--- config.mk ---
export PLATFORM = sky130hd
export DESIGN_NAME = hbtn_ram
export DESIGN_NICKNAME = d
export VERILOG_FILES = /design/src/design/hbtn_ram.sv
export SDC_FILE = /design/constraint.sdc
export NUM_CORES = 1
export LEC_CHECK = 0
export ABC_CLOCK_PERIOD_IN_PS = 2900
export BUFFER_PORTS_ARGS = -buffer_cell sky130_fd_sc_hd__buf_2
export CAP_MARGIN = 20
export CORE_AREA = 5 5 132 134
export DETAILED_ROUTE_END_ITERATION = 10
export DIE_AREA = 0 0 137 139
export PLACE_DENSITY = 0.65
export REMOVE_ABC_BUFFERS = 1
export SYNTH_ARGS = -nofsm -noshare
export SYNTH_HDL_FRONTEND = slang
export SYNTH_SLANG_ARGS = --single-unit
--- constraint.sdc ---
create_clock -name clk -period 2.9 [get_ports clk]
set_clock_uncertainty 0.15 [all_clocks]
set_input_delay 0.29 -clock clk [delete_from_list [all_inputs] [get_ports clk]]
set_output_delay 0.29 -clock clk [all_outputs]
set_load 0.03 [all_outputs]
--- src/design/hbtn_ram.sv ---
// ----------------------------------------------------------------------------
// hbtn_ram: generic synchronous RAM
// One write port and two read ports, read data registered.
// ----------------------------------------------------------------------------
module hbtn_ram #(
  parameter int WIDTH = 8,
  parameter int DEPTH = 16
) (
  input  logic                     clk,
  input  logic                     we,
  input  logic [$clog2(DEPTH)-1:0] waddr,
  input  logic [WIDTH-1:0]         wdata,
  input  logic [$clog2(DEPTH)-1:0] ra_addr,
  output logic [WIDTH-1:0]         ra_data,
  input  logic [$clog2(DEPTH)-1:0] rb_addr,
  output logic [WIDTH-1:0]         rb_data
);

  logic [WIDTH-1:0] mem [DEPTH];

  // Write port and both registered read ports.
  always_ff @(posedge clk) begin
    if (we) begin
      mem[waddr] <= wdata;
    end
    ra_data <= mem[ra_addr];
    rb_data <= mem[rb_addr];
  end

endmodule

==> impl_metrics.csv, run 1 <==
group,metric,value,unit
outcome,outcome,"finished, final reports clean",
critical_path,crit_cells,5,
critical_path,path_delay_family,"buffers and inverters",
clock_network,h-tree-depth,4,
timing,worstMarginPinSlew,918,ps
pwr,ir_drop,0.424,mV
clock_network,cts_hold_buffers,0,
grt,antenna_found_initial,0,
run,maxCapViolations,0,
critical_path,r2r-end,"rb_data[7]",
synth,synth_seq_cells,144,
critical_path,reg2reg_slack,1310,ps
finish,syn_to_final_growth,16.0,%
critical_path,rr_worst_depth,3,
synth,ys_seq_area_share,65.6,%
grt,grt_overflow_total,0,
finish,final_common_cell,"edfxtp_1",
finish,fill_cells,1337,
drt,firstDrtPassIters,4,
critical_path,endpoint_kind,"flip-flop",
die,placement_rows,47,
placed_design,io_buffers,37,
timing,hold_viol_final,0,
timing,final.setup.tns,0,ps
grt,grt_max_degree,33,
hold_path,hp-class,"in2reg",
die,core,0.0162,sq mm
timing,slew_viol_final,0,
timing,clock.fmax,0.616,GHz
critical_path,crit_buf_inv,2,
timing,fin_crit_sh,56.0,%
timing,rsz0062_at_grt,"false",
critical_path,critical_path.cell_chain,"buf_2, buf_4, mux4_2, a22oi_1, nand2_1",
clock_network,cts-resized-gates,0,
synth,yosysWarningCount,0,
finish,fin_util,45.5,%
synth,synth_top_area_share,60.6,%
clock_network,clk_pin_slew,60,ps
clock_network,root_buffer,"clkbuf_16",
drt,drc,0,
timing,period_minus_slack,1620,ps
synth,synthDistinctLibCells,20,
placed_design,gp_congestion,0.742,
grt,grt_util_all_layers,15.7,%
critical_path,path_max_fanout,25,
clock_network,clock_sinks,144,
die,die_area,0.0190,sq mm
grt,grt_pass1_wl,21400,um
synth,yosys.area.top_type,"edfxtp_1",
timing,relSlewSlack,38.5,%
timing,finalSetupViolCount,0,
die,start_util,39.2,%
clock_network,clockBufferDepth,2,
die,die_y,139,um
finish,fin_nets,388,
finish,drive_above_1_share,32.5,%
grt,grt_pass1_vias,3469,
finish,most-common-layout-cells,"edfxtp_1 (128), buf_2 (37), mux4_2 (34)",
drt,drt_iter0_drc,344,
die,die_w,137,um
finish,antenna_cells,0,
die,ios,38,
hold_path,worstHoldEndpoint,"mem[11][5]",
clock_network,cts_buffers,17,
hold_path,hold_start,"wdata[5]",
drt,vias,3414,
pwr,p_per_area,635,mW/mm^2
clock_network,cts_setup_buffers,0,
critical_path,worst_path_max_delay_cell,"buf_2",
critical_path,cp-start-kind,"input port",
critical_path,crit_type,"in2reg",
drt,totalWireLength,14200,um
synth,yosys-top-cells-area,"edfxtp_1 (61%), mux4_2 (12%), mux4_1 (12%)",
critical_path,r2r_start,"mem[3][7]",
critical_path,critPathRequiredTime,3030,ps
drt,detail-route-antenna-nets,0,
pwr,total_leakage_power,2.55,nW
clock_network,cts_tree,"done",
placed_design,dp_hpwl,9070,um
drt,wl_per_cell,23.8,um
synth,netlist_area,0.00635,sq mm
critical_path,max_stage_delay,500,ps
critical_path,arrival,1760,ps
drt,via_per_inst,5.70,
finish,seqCellArea,0.00416,sq mm
critical_path,crit_path_start,"ra_addr[1]",
clock_network,clk_latency,410,ps
finish,multiInputGateArea,0.00201,sq mm
hold_path,hold_depth,1,
synth,synth_cells,307,
synth,syn_avg_cell_area,20.7,sq um
==> report_power, final <==
group          internal (mW)  leakage, nW  total [mW]  switching, mW
Sequential              2.32         1.29        2.34         0.0213
Clock                   1.19        0.265        1.94          0.752
Combinational          0.161        0.989       0.387          0.226
Total                   3.67         2.55        4.67          0.999
==> through the flow <==
step,power (mW),hold WS (ps),cells,worst slack (ps),instance area (sq um)
floorplan,2.60,239,287,967,6170
global placement,2.77,510,567,825,6830
detailed placement,2.78,513,567,818,6830
CTS,4.71,78.3,599,1260,7360
global route,4.84,92.0,599,1160,7360
finish,4.67,99.2,599,1280,7360
==> layer usage <==
layer  up-vias  routed length (um)  GRT usage, %  part of all wire (%)
met3        21                1090          3.96                   7.7
li1       1457                   -             -                     -
met2       150                6770          23.5                    48
met4         0                 267          5.72                   1.9
met5         -                   0             0                     0
met1      1786                6120          22.4                    43
==> registers in the layout (all words and copies together), names as in the netlist <==
name / count
ra_data: 8
mem: 128
rb_data: 8
==> area by class of cell <==
cell class,instances,area share [%]
Timing Repair Buffer,60,5.20
Tap cell,220,3.74
Multi-Input combinational cell,143,27.3
Clock buffer,24,6.27
Clock inverter,8,0.884
Sequential cell,144,56.6
==> synthesized netlist by cell type, drive strengths merged <==
master	count
nor2b	2
mux4	64
dfxtp	16
nand2	17
nor2	14
nand3	1
edfxtp	128
a22oi	32
nor3	4
and2	2
buf	14
nand3b	2
or3b	1
and2b	2
clkdlybuf4s25	6
nand2b	2
==> cell families (layout without fill, tap and decap cells) <==
group / after synthesis / count (layout) / synth area share (%)
buffers and inverters: 20 / 92 / 2.72
DFF: 144 / 144 / 65.6
AOI/OAI and AO/OA: 32 / 32 / 3.79
muxes: 64 / 64 / 24.4
and+or+nand+nor: 47 / 47 / 3.43
==> worst max-delay path by stage <==
stage                 end  slack (ps)
6_report       ra_data[3]        1280
5_1_grt        rb_data[3]        1160
4_1_cts        rb_data[3]        1260
3_5_place_dp   rb_data[1]         820
3_3_place_gp   rb_data[3]         830
2_1_floorplan   mem[0][0]         970
(Power assumes the default switching activity.)
==> run 2, diff against run 1 <==
--- a/config.mk
+++ b/config.mk
@@ -5,7 +5,7 @@
 export SDC_FILE = /design/constraint.sdc
 export NUM_CORES = 1
 export LEC_CHECK = 0
-export ABC_CLOCK_PERIOD_IN_PS = 2900
+export ABC_CLOCK_PERIOD_IN_PS = 1700
 export BUFFER_PORTS_ARGS = -buffer_cell sky130_fd_sc_hd__buf_2
 export CAP_MARGIN = 20
 export CORE_AREA = 5 5 132 134
==> constraint.sdc (replaced) <==
create_clock -name clk -period 1.7 [get_ports clk]
set_clock_uncertainty 0.15 [all_clocks]
set_input_delay 0.17 -clock clk [delete_from_list [all_inputs] [get_ports clk]]
set_output_delay 0.17 -clock clk [all_outputs]
set_load 0.03 [all_outputs]
==> run 2 against run 1 <==
Net effect:
- register-to-register slack lost 1200 ps
- final cell count grew 2.8%
- sequential cell count is the same
- combinational power grew 83%
- hold slack gained 48 ps
- via count grew 4.0%
- count of clock-buffer cells in the layout shrank 3
- highest routed layer unchanged
- power grew 86%
==> impl_metrics.csv, run 2 (synthesis results as in run 1) <==
group,metric,value,unit
critical_path,endpoint_kind,"flip-flop",
timing,rsz0062_at_grt,"false",
die,placement_rows,47,
pwr,comb_power_share,8.1,%
pwr,total_leakage_power,2.68,nW
clock_network,clockBufferDepth,2,
grt,grt_pass1_vias,3704,
grt,grt_max_degree,20,
timing,relSlewSlack,29.1,%
timing,clock.fmax,0.647,GHz
clock_network,clock_sinks,144,
clock_network,clk_pin_slew,60,ps
timing,fin_hold_ws,147,ps
timing,worstMarginPinSlew,1060,ps
timing,hold_viol_final,0,
die,die_w,137,um
pwr,p_per_area,1140,mW/mm^2
timing,period_minus_slack,1550,ps
critical_path,critical_path.cell_chain,"mux4_4, a22oi_1, nand2_1",
outcome,outcome,"finished, final reports clean",
finish,fin_nets,406,
timing,finalSetupViolCount,0,
drt,totalWireLength,15300,um
grt,grt_overflow_total,0,
clock_network,cts-resized-gates,0,
timing,fin_crit_sh,91.0,%
critical_path,path_max_fanout,2,
run,maxCapViolations,0,
die,start_util,39.2,%
placed_design,io_buffers,37,
die,die_area,0.0190,sq mm
finish,fin_util,47.4,%
finish,final_common_cell,"edfxtp_1",
critical_path,worst_path_max_delay_cell,"mux4_4",
clock_network,cts_setup_buffers,0,
placed_design,dp_hpwl,9980,um
finish,antenna_cells,0,
clock_network,clk_latency,420,ps
pwr,ir_drop,0.654,mV
finish,most-common-layout-cells,"edfxtp_1 (128), buf_2 (37), mux4_2 (34)",
drt,via_per_inst,5.76,
critical_path,critPathRequiredTime,1850,ps
die,core,0.0162,sq mm
clock_network,h-tree-depth,4,
critical_path,cp-start-kind,"flip-flop",
placed_design,dp_cells,577,
clock_network,cts_tree,"done",
hold_path,hp-class,"in2reg",
finish,stdcell_count,616,
finish,drive_above_1_share,34.1,%
placed_design,gp_congestion,0.765,
timing,slew_viol_final,0,
pwr,swShare,20.7,%
drt,vias,3549,
die,ios,38,
pwr,power.total,8.70,mW
die,die_y,139,um
finish,reg_top3,"mem (128), ra_data (8), rb_data (8)",
pwr,pwr-share-seq,46.0,%
clock_network,root_buffer,"clkbuf_16",
grt,grt_util_all_layers,16.8,%
critical_path,max_stage_delay,600,ps
drt,drc,0,
clock_network,cts_buffers,17,
drt,wl_per_cell,24.8,um
grt,antenna_found_initial,0,
drt,firstDrtPassIters,5,
grt,grt_pass1_wl,22500,um
critical_path,crit_type,"reg2reg",
pwr,internal_power,6.90,mW
drt,drt_iter0_drc,323,
clock_network,cts_hold_buffers,8,
finish,top_register,"mem",
finish,syn_to_final_growth,20.7,%
pwr,pwr-share-clk,45.9,%
drt,detail-route-antenna-nets,0,
finish,largest_register_ff_count,128,
pwr,switchingPower,1.80,mW
critical_path,arrival,1700,ps
run 2: changes by cell type in the layout (fill, tap and decap cells not counted), sizes merged, moves of 2 or more:
cell         previous run  this run
clkbuf                 24        21
clkinvlp                0         2
buf                    60        70
dlygate4sd3             0         8
bufinv                  1         5
clkinv                  7         2
run 2: per-layer routing:
| metal | up-vias | GRT usage, % | wire length [um] |
|---|---|---|---|
| li1 | 1493 | - | - |
| met3 | 27 | 5.01 | 1220 |
| met1 | 1836 | 22.8 | 6290 |
| met5 | - | 0 | 0 |
| met4 | 0 | 6.30 | 318 |
| met2 | 193 | 25.6 | 7440 |
run 2: area by class of cell:
class	count	area [sq um]
fillers	1320	8510
flip-flops and latches	144	4160
multi-input cells	143	2010
repair buffers	78	576
clock buffers	21	450
well taps	220	275
clock inverters	10	184
run 2: critical path: cells and delay by family, from the launching register on:
kind | cells | cell delay [ps]
DFF | 1 | 390
muxes | 1 | 600
AOI/OAI and AO/OA | 1 | 200
and+or+nand+nor | 1 | 80
run 2: power by group through the flow:
stage               clock network, mW  registers [mW]  logic (mW)
finish                           3.99            4.00       0.708
floorplan                           0            4.15       0.278
CTS                              4.05            4.00       0.715
global placement                    0            4.07       0.683
global route                     4.21            4.01       0.755
detailed placement                  0            4.07       0.697
run 2: per-stage QoR:
stage	cell area (sq um)	setup TNS, ps	setup WS [ps]
after floorplan	6170	-903	-113
after global placement	6940	-114	-60.1
after detailed placement	6940	-266	-69.8
after CTS	7660	0	154
after global routing	7660	0	70.4
final	7660	0	153
run 2: worst paths after layout:
kind | start | endpoint | slack (ps) | cells after the start
setup / recovery | mem[3][0] | ra_data[0] | 150 | 3
hold / removal | ra_addr[0] | ra_data[4] | 150 | 4
setup reg to reg | mem[3][0] | ra_data[0] | 150 | 3
hold reg to reg | mem[14][5] | rb_data[5] | 550 | 3
