[src/design/hbtn_pkg.sv]
// ----------------------------------------------------------------------------
// hbtn_pkg: shared types and constants of the bounded heap top-N selector
// Holds default sizes, register indexes, the engine state type and the
// status and result records passed between the engine and the top level.
// ----------------------------------------------------------------------------
package hbtn_pkg;

  // Default sizes, handed to the top level as parameter defaults.
  localparam int DEF_HEAP_DEPTH = 1024;
  localparam int DEF_KEY_BITS   = 32;
  localparam int DEF_TAG_BITS   = 16;

  // Fixed widths of the registers and the result fields.
  localparam int CAP_BITS     = 11;
  localparam int RES_KEY_BITS = 32;
  localparam int TOTAL_BITS   = 32;
  localparam int CFG_IDX_BITS = 2;

  localparam logic [CAP_BITS-1:0] CAP_RESET = 11'd1024;

  // Configuration register indexes.
  localparam logic [CFG_IDX_BITS-1:0] REG_CAPACITY   = 2'd0;
  localparam logic [CFG_IDX_BITS-1:0] REG_DESCENDING = 2'd1;

  // Engine sequencer states.
  typedef enum logic [2:0] {
    ST_IDLE,
    ST_UP_CMP,
    ST_DN_CMP,
    ST_PLACE,
    ST_DONE
  } hbtn_state_t;

  // Status from the engine to the handshake logic.
  typedef struct packed {
    logic idle;
    logic done;
  } hbtn_sts_t;

  // One result item.
  typedef struct packed {
    logic                    replaced;
    logic [CAP_BITS-1:0]     kept_count;
    logic [RES_KEY_BITS-1:0] worst_key;
    logic [TOTAL_BITS-1:0]   replace_total;
  } hbtn_res_t;

endpackage

[src/design/hbtn_engine.sv]
// ----------------------------------------------------------------------------
// hbtn_engine: heap update sequencer
// Inserts a row with a sift-up or replaces the heap top with a sift-down,
// one tree level per cycle, reading and writing the heap RAM. Keeps the fill
// count, the replacement counter and a copy of the heap top key.
// ----------------------------------------------------------------------------
module hbtn_engine
  import hbtn_pkg::*;
#(
  parameter int HEAP_DEPTH = DEF_HEAP_DEPTH,
  parameter int KEY_BITS   = DEF_KEY_BITS,
  parameter int TAG_BITS   = DEF_TAG_BITS
) (
  input  logic                          clk,
  input  logic                          rst,
  input  logic                          start,
  input  logic [KEY_BITS-1:0]           start_key,
  input  logic [TAG_BITS-1:0]           start_tag,
  input  logic [CAP_BITS-1:0]           capacity,
  input  logic                          descending,
  input  logic                          slot_free,
  output hbtn_sts_t                     sts,
  output hbtn_res_t                     res,
  output logic                          ram_we,
  output logic [$clog2(HEAP_DEPTH)-1:0] ram_waddr,
  output logic [KEY_BITS+TAG_BITS-1:0]  ram_wdata,
  output logic [$clog2(HEAP_DEPTH)-1:0] ram_ra,
  output logic [$clog2(HEAP_DEPTH)-1:0] ram_rb,
  input  logic [KEY_BITS+TAG_BITS-1:0]  ram_qa,
  input  logic [KEY_BITS+TAG_BITS-1:0]  ram_qb
);

  localparam int AW    = $clog2(HEAP_DEPTH);
  localparam int CNT_W = $clog2(HEAP_DEPTH + 1);
  localparam int CMP_W = (CNT_W > CAP_BITS) ? CNT_W : CAP_BITS;
  localparam int LW    = AW + 2;
  localparam int IW    = KEY_BITS + TAG_BITS;

  // True when key a ranks worse than key b, so it belongs nearer the top.
  function automatic logic worse(input logic [KEY_BITS-1:0] a,
                                 input logic [KEY_BITS-1:0] b,
                                 input logic                desc);
    worse = desc ? (a < b) : (a > b);
  endfunction

  hbtn_state_t state, state_next;

  logic [CNT_W-1:0]      fill_count;
  logic [TOTAL_BITS-1:0] replace_count;
  logic                  replaced_flag;
  logic [KEY_BITS-1:0]   hold_key;
  logic [TAG_BITS-1:0]   hold_tag;
  logic [AW-1:0]         idx;
  logic [AW-1:0]         par;
  logic [KEY_BITS-1:0]   top_key;

  logic [CMP_W-1:0]    cap_eff;
  logic                has_room;
  logic                beats_top;
  logic [AW-1:0]       slot;
  logic [AW-1:0]       slot_par;
  logic [AW-1:0]       par_up;
  logic [KEY_BITS-1:0] qa_key;
  logic [KEY_BITS-1:0] qb_key;
  logic                up_swap;
  logic [LW-1:0]       l_w;
  logic [LW-1:0]       r_w;
  logic                l_ok;
  logic                r_ok;
  logic                pick_r;
  logic [AW-1:0]       c_idx;
  logic [IW-1:0]       c_item;
  logic                dn_swap;
  logic [LW-1:0]       cl_w;
  logic [LW-1:0]       cr_w;

  // Capacity clamped to the range 1 .. HEAP_DEPTH.
  always_comb begin
    if (capacity == '0) begin
      cap_eff = CMP_W'(1);
    end else if (CMP_W'(capacity) > CMP_W'(HEAP_DEPTH)) begin
      cap_eff = CMP_W'(HEAP_DEPTH);
    end else begin
      cap_eff = CMP_W'(capacity);
    end
  end

  assign has_room  = CMP_W'(fill_count) < cap_eff;
  assign beats_top = worse(top_key, start_key, descending);

  // Index arithmetic for sift-up.
  assign slot     = fill_count[AW-1:0];
  assign slot_par = (slot - AW'(1)) >> 1;
  assign par_up   = (par - AW'(1)) >> 1;

  // Read data split into key and tag.
  assign qa_key  = ram_qa[IW-1:TAG_BITS];
  assign qb_key  = ram_qb[IW-1:TAG_BITS];
  assign up_swap = worse(hold_key, qa_key, descending);

  // Children of the current node and the choice between them for sift-down.
  assign l_w     = LW'({idx, 1'b1});
  assign r_w     = l_w + LW'(1);
  assign l_ok    = l_w < LW'(fill_count);
  assign r_ok    = r_w < LW'(fill_count);
  assign pick_r  = r_ok && worse(qb_key, qa_key, descending);
  assign c_idx   = pick_r ? r_w[AW-1:0] : l_w[AW-1:0];
  assign c_item  = pick_r ? ram_qb : ram_qa;
  assign dn_swap = l_ok && worse(c_item[IW-1:TAG_BITS], hold_key, descending);
  assign cl_w    = LW'({c_idx, 1'b1});
  assign cr_w    = cl_w + LW'(1);

  // Next state.
  always_comb begin
    state_next = state;
    unique case (state)
      ST_IDLE: begin
        if (start) begin
          if (has_room) begin
            state_next = (slot == '0) ? ST_PLACE : ST_UP_CMP;
          end else if (beats_top) begin
            state_next = ST_DN_CMP;
          end else begin
            state_next = ST_DONE;
          end
        end
      end
      ST_UP_CMP: begin
        state_next = (up_swap && (par != '0)) ? ST_UP_CMP : ST_PLACE;
      end
      ST_DN_CMP: begin
        state_next = dn_swap ? ST_DN_CMP : ST_PLACE;
      end
      ST_PLACE: begin
        state_next = ST_DONE;
      end
      ST_DONE: begin
        if (slot_free) begin
          state_next = ST_IDLE;
        end
      end
      default: begin
        state_next = ST_IDLE;
      end
    endcase
  end

  // RAM port control and status.
  always_comb begin
    ram_we    = 1'b0;
    ram_waddr = idx;
    ram_wdata = {hold_key, hold_tag};
    ram_ra    = '0;
    ram_rb    = '0;
    sts.idle  = 1'b0;
    sts.done  = 1'b0;
    unique case (state)
      ST_IDLE: begin
        sts.idle = 1'b1;
        ram_ra   = has_room ? slot_par : AW'(1);
        ram_rb   = AW'(2);
      end
      ST_UP_CMP: begin
        ram_we    = up_swap;
        ram_wdata = ram_qa;
        ram_ra    = par_up;
      end
      ST_DN_CMP: begin
        ram_we    = dn_swap;
        ram_wdata = c_item;
        ram_ra    = cl_w[AW-1:0];
        ram_rb    = cr_w[AW-1:0];
      end
      ST_PLACE: begin
        ram_we = 1'b1;
      end
      ST_DONE: begin
        sts.done = 1'b1;
      end
      default: begin
        ram_we = 1'b0;
      end
    endcase
  end

  // Control state: sequencer, fill count and replacement counter.
  always_ff @(posedge clk) begin
    if (rst) begin
      state         <= ST_IDLE;
      fill_count    <= '0;
      replace_count <= '0;
      replaced_flag <= 1'b0;
    end else begin
      state <= state_next;
      if (state == ST_IDLE && start) begin
        replaced_flag <= 1'b0;
        if (has_room) begin
          fill_count <= fill_count + CNT_W'(1);
        end else if (beats_top) begin
          replaced_flag <= 1'b1;
          if (replace_count != '1) begin
            replace_count <= replace_count + TOTAL_BITS'(1);
          end
        end
      end
    end
  end

  // Item being placed and the walk position.
  always_ff @(posedge clk) begin
    case (state)
      ST_IDLE: begin
        if (start) begin
          hold_key <= start_key;
          hold_tag <= start_tag;
          idx      <= has_room ? slot : '0;
          par      <= slot_par;
        end
      end
      ST_UP_CMP: begin
        if (up_swap) begin
          idx <= par;
          par <= par_up;
        end
      end
      ST_DN_CMP: begin
        if (dn_swap) begin
          idx <= c_idx;
        end
      end
      default: begin
        idx <= idx;
      end
    endcase
  end

  // Copy of the heap top, taken from every write to the root entry.
  always_ff @(posedge clk) begin
    if (ram_we && ram_waddr == '0) begin
      top_key <= ram_wdata[IW-1:TAG_BITS];
    end
  end

  // Result fields of the finished item.
  always_comb begin
    res.replaced      = replaced_flag;
    res.kept_count    = CAP_BITS'(fill_count);
    res.worst_key     = (fill_count != '0) ? RES_KEY_BITS'(top_key) : '0;
    res.replace_total = replace_count;
  end

  // Writes only land on occupied entries.
  a_write_in_fill: assert property (@(posedge clk) disable iff (rst)
    ram_we |-> (CNT_W'(ram_waddr) < fill_count))
    else $error("heap write beyond the fill count");

  // The fill count never passes the heap depth.
  a_fill_bound: assert property (@(posedge clk) disable iff (rst)
    fill_count <= CNT_W'(HEAP_DEPTH))
    else $error("fill count above heap depth");

  // A sift-down step never changes the fill count.
  a_dn_fill_stable: assert property (@(posedge clk) disable iff (rst)
    (state == ST_DN_CMP) |=> $stable(fill_count))
    else $error("fill count changed during sift-down");

  // The replacement counter never goes backward.
  a_total_monotonic: assert property (@(posedge clk) disable iff (rst)
    !rst |=> (replace_count >= $past(replace_count)))
    else $error("replacement counter decreased");

endmodule

[config.mk]
export PLATFORM = sky130hd
export DESIGN_NAME = hbtn_engine
export DESIGN_NICKNAME = d
export VERILOG_FILES = /design/src/design/hbtn_pkg.sv /design/src/design/hbtn_engine.sv
export SDC_FILE = /design/constraint.sdc
export NUM_CORES = 1
export LEC_CHECK = 0
export BUFFER_PORTS_ARGS = -buffer_cell sky130_fd_sc_hd__buf_2
export CAP_MARGIN = 20
export CORE_ASPECT_RATIO = 0.7
export CORE_MARGIN = 2
export CORE_UTILIZATION = 30
export DETAILED_ROUTE_END_ITERATION = 6
export PLACE_DENSITY_LB_ADDON = 0.1
export SLEW_MARGIN = 0
export SYNTH_ARGS = -nofsm -noshare
export SYNTH_HDL_FRONTEND = slang
export SYNTH_SLANG_ARGS = --single-unit
[constraint.sdc]
create_clock -name clk -period 21.4 [get_ports clk]
set_clock_uncertainty 0.15 [all_clocks]
set_input_delay 4.28 -clock clk [delete_from_list [all_inputs] [get_ports clk]]
set_output_delay 4.28 -clock clk [all_outputs]
set_load 0.02 [all_outputs]
==> results_dict.tcl <==
set metrics [dict create \
    fmax_mhz 69.6 \
    grt.overflow.total 0 \
    post_cts_buffers 0 \
    clk_pin_slew_ps 70 \
    p_per_area_nw_per_um2 129 \
    grt_pass1_wl_mm 63.9 \
    rows 60 \
    path_max_fanout 71 \
    ys.flop_type "edfxtp_1" \
    fp.dieH_um 169 \
    rsz0062_at_grt "no" \
    cts_buffer_depth 2 \
    worstPathRequired_ps 16970 \
    synth_edf_count 99 \
    wirelength_mm 43.3 \
    hold_ws_ps 362 \
    pre_cts_ws_ps 7170 \
    wl_per_cell_um 20.1 \
    drtIter0Drc 663 \
    fin_setup_tns_ps 0 \
    postCtsHoldBufs 0 \
    ys_top_cells_by_area "edfxtp_1 (25%), ha_1 (18%), dfxtp_1 (8.0%), inv_1 (4.6%), o21ai_0 (4.0%)" \
    worstSetupStartpointType "input pin" \
    ant_nets 0 \
    crit_type "input pin to primary output" \
    arrival_ps 9940 \
    yosysTopAreaCellShare_pct 25.4 \
    syn_area_um2 11700 \
    tightestPinTransition_ps 1020 \
    num_vias 11200 \
    layout-drive-gt1-share_pct 23.3 \
    vias_per_cell 5.18 \
    setup_viol 0 \
    syn_nets 1650 \
    netlist_top_cells_count "ha_1 (166), inv_1 (145), edfxtp_1 (99)" \
    setup_ws_ps 7030 \
    final_cells 2156 \
    area_growth_pct 23.2 \
    hold_class "flip-flop to flip-flop" \
    nets 1939 \
    postSynthAreaPerCell_um2 8.85 \
    min_period_ps 14370 \
    hpwlAfterDp_mm 33.6 \
    cts_made_buffers 17 \
    die_area_um2 40700 \
    synthMostInstantiatedCell "ha_1" \
    initial_utilization_pct 30.5 \
    peakVddDrop_v 0.0000740 \
    status "finished, final reports clean" \
    max_slew_margin_pct 31.7 \
    netlist_instances 1324 \
    grt_usage_pct 20.9 \
    cts_resized 0 \
    cts_tree "yes" \
    grt_start_max_net_pins 72 \
    synth_area_leader_cell "edfxtp_1" \
    hold_viol_final 0 \
    finalCritPeriodShare_pct 67.1 \
    cts-root-buf "clkbuf_16" \
    dieWidth_um 240 \
    synth_seq_cells 146 \
    fillers 4072 \
    io_buffers 315 \
    grt_pass1_vias 10600 \
    synth.distinct_cells 66 \
    drc_errors 0 \
    pin_count 317 \
    first_pass_iters 6 \
    leakagePower_nw 6.64 \
    timing.max_cap.violations 0 \
    antenna_found_initial 5 \
    place_congestion 0.862 \
    ys.warnings.count 0 \
    dp.cells 2120 \
    clkLatencyLatePin_ps 460 \
    finalMaxSlewViolations 0 \
    clock_sinks 146 \
    core_um2 38400 \
    cp-end-kind "primary output" \
    synthArstFlopShare_pct 0 \
    seq_area_frac_synth_pct 33.4 \
    htreeDepth 4 \
]
## routing by layer
layer | wire (um) | track usage (%) | vias to the layer above
met5 | 17 | 0 | -
met2 | 18100 | 30.9 | 339
li1 | - | - | 5487
met1 | 22100 | 31.2 | 5295
met3 | 2450 | 3.66 | 38
met4 | 638 | 4.73 | 2
## worst max-delay path, stage by stage
cell       delay (ps)
buf_2              90
inv_1              70
ha_1              320
nand4_1           150
or4_1             570
a21o_1            180
a31oi_1           220
or4_1             180
mux2_4            670
inv_4             240
a21oi_1           260
ha_1              180
nor2b_1            40
o21a_1            160
o21a_1            160
o21ai_0           160
o2111ai_1         300
a221oi_1          580
mux2_2            440
a32o_1            280
and2_1            150
buf_2             160
## stage by stage
stage	total power, mW	instance area, um2	util [%]
finish	1.86	14400	37.6
global route	2.00	14400	37.6
CTS	1.88	14400	37.5
detailed placement	1.54	13800	35.9
global placement	1.54	13800	35.9
floorplan	1.15	11700	-
## state kept, by name, indices dropped and copies added, names as in the netlist
register       cells
ram_waddr         10
replace_count     32
state              3
par                9
fill_count        11
hold_key          32
top_key           32
hold_tag          16
replaced_flag      1
## cell type report
class / instances / area [um2] / share of cell area, %
antenna: 3 / 7.51 / 0.0520
clock buffer: 18 / 450 / 3.12
clock inverter: 14 / 160 / 1.11
inverter: 147 / 554 / 3.84
multi-input combinational: 977 / 7050 / 48.8
sequential: 146 / 3910 / 27.1
tap: 527 / 659 / 4.57
timing repair buffer: 324 / 1650 / 11.4
## report_power, final
group | internal (mW) | switching (mW)
Clock | 0.174 | 0.148
Sequential | 0.386 | 0.0661
Combinational | 0.374 | 0.714
## cells by family after synthesis
group	synth area share [%]
AOI/OAI and AO/OA	19.1
xor gates and xnor gates	3.44
adders and majority gates	17.7
buffers and inverters	6.62
DFF	33.4
muxes	1.72
other	0.0320
and+or+nand+nor	18.0
## placed cells by master, fill, tap and decap left out, types with 18 or more instances in the layout
cell | netlist | final
edfxtp_1 | 99 | 99
xnor2_1 | 35 | 35
nor4_1 | 20 | 20
o21ai_0 | 94 | 93
a21o_1 | 41 | 41
ha_1 | 166 | 166
nand3_1 | 27 | 27
nand4_1 | 35 | 35
nand2_1 | 95 | 95
buf_2 | 9 | 315
a221o_1 | 33 | 33
nor2_1 | 69 | 68
nor3_1 | 59 | 58
a21oi_1 | 69 | 69
clkbuf_16 | 0 | 18
inv_1 | 145 | 144
dfxtp_1 | 47 | 47
nor2b_1 | 42 | 42
or3_1 | 23 | 23
## final timing paths
kind	startpoint	end	slack, ps	cells past startpoint
max	ram_qa[31]	ram_we	7030	22
min	replace_count[30]	replace_count[30]	360	2
max reg2reg	ram_waddr[2]	top_key[17]	13780	21
min reg2reg	replace_count[30]	replace_count[30]	360	2
(Power assumes the default switching activity.)
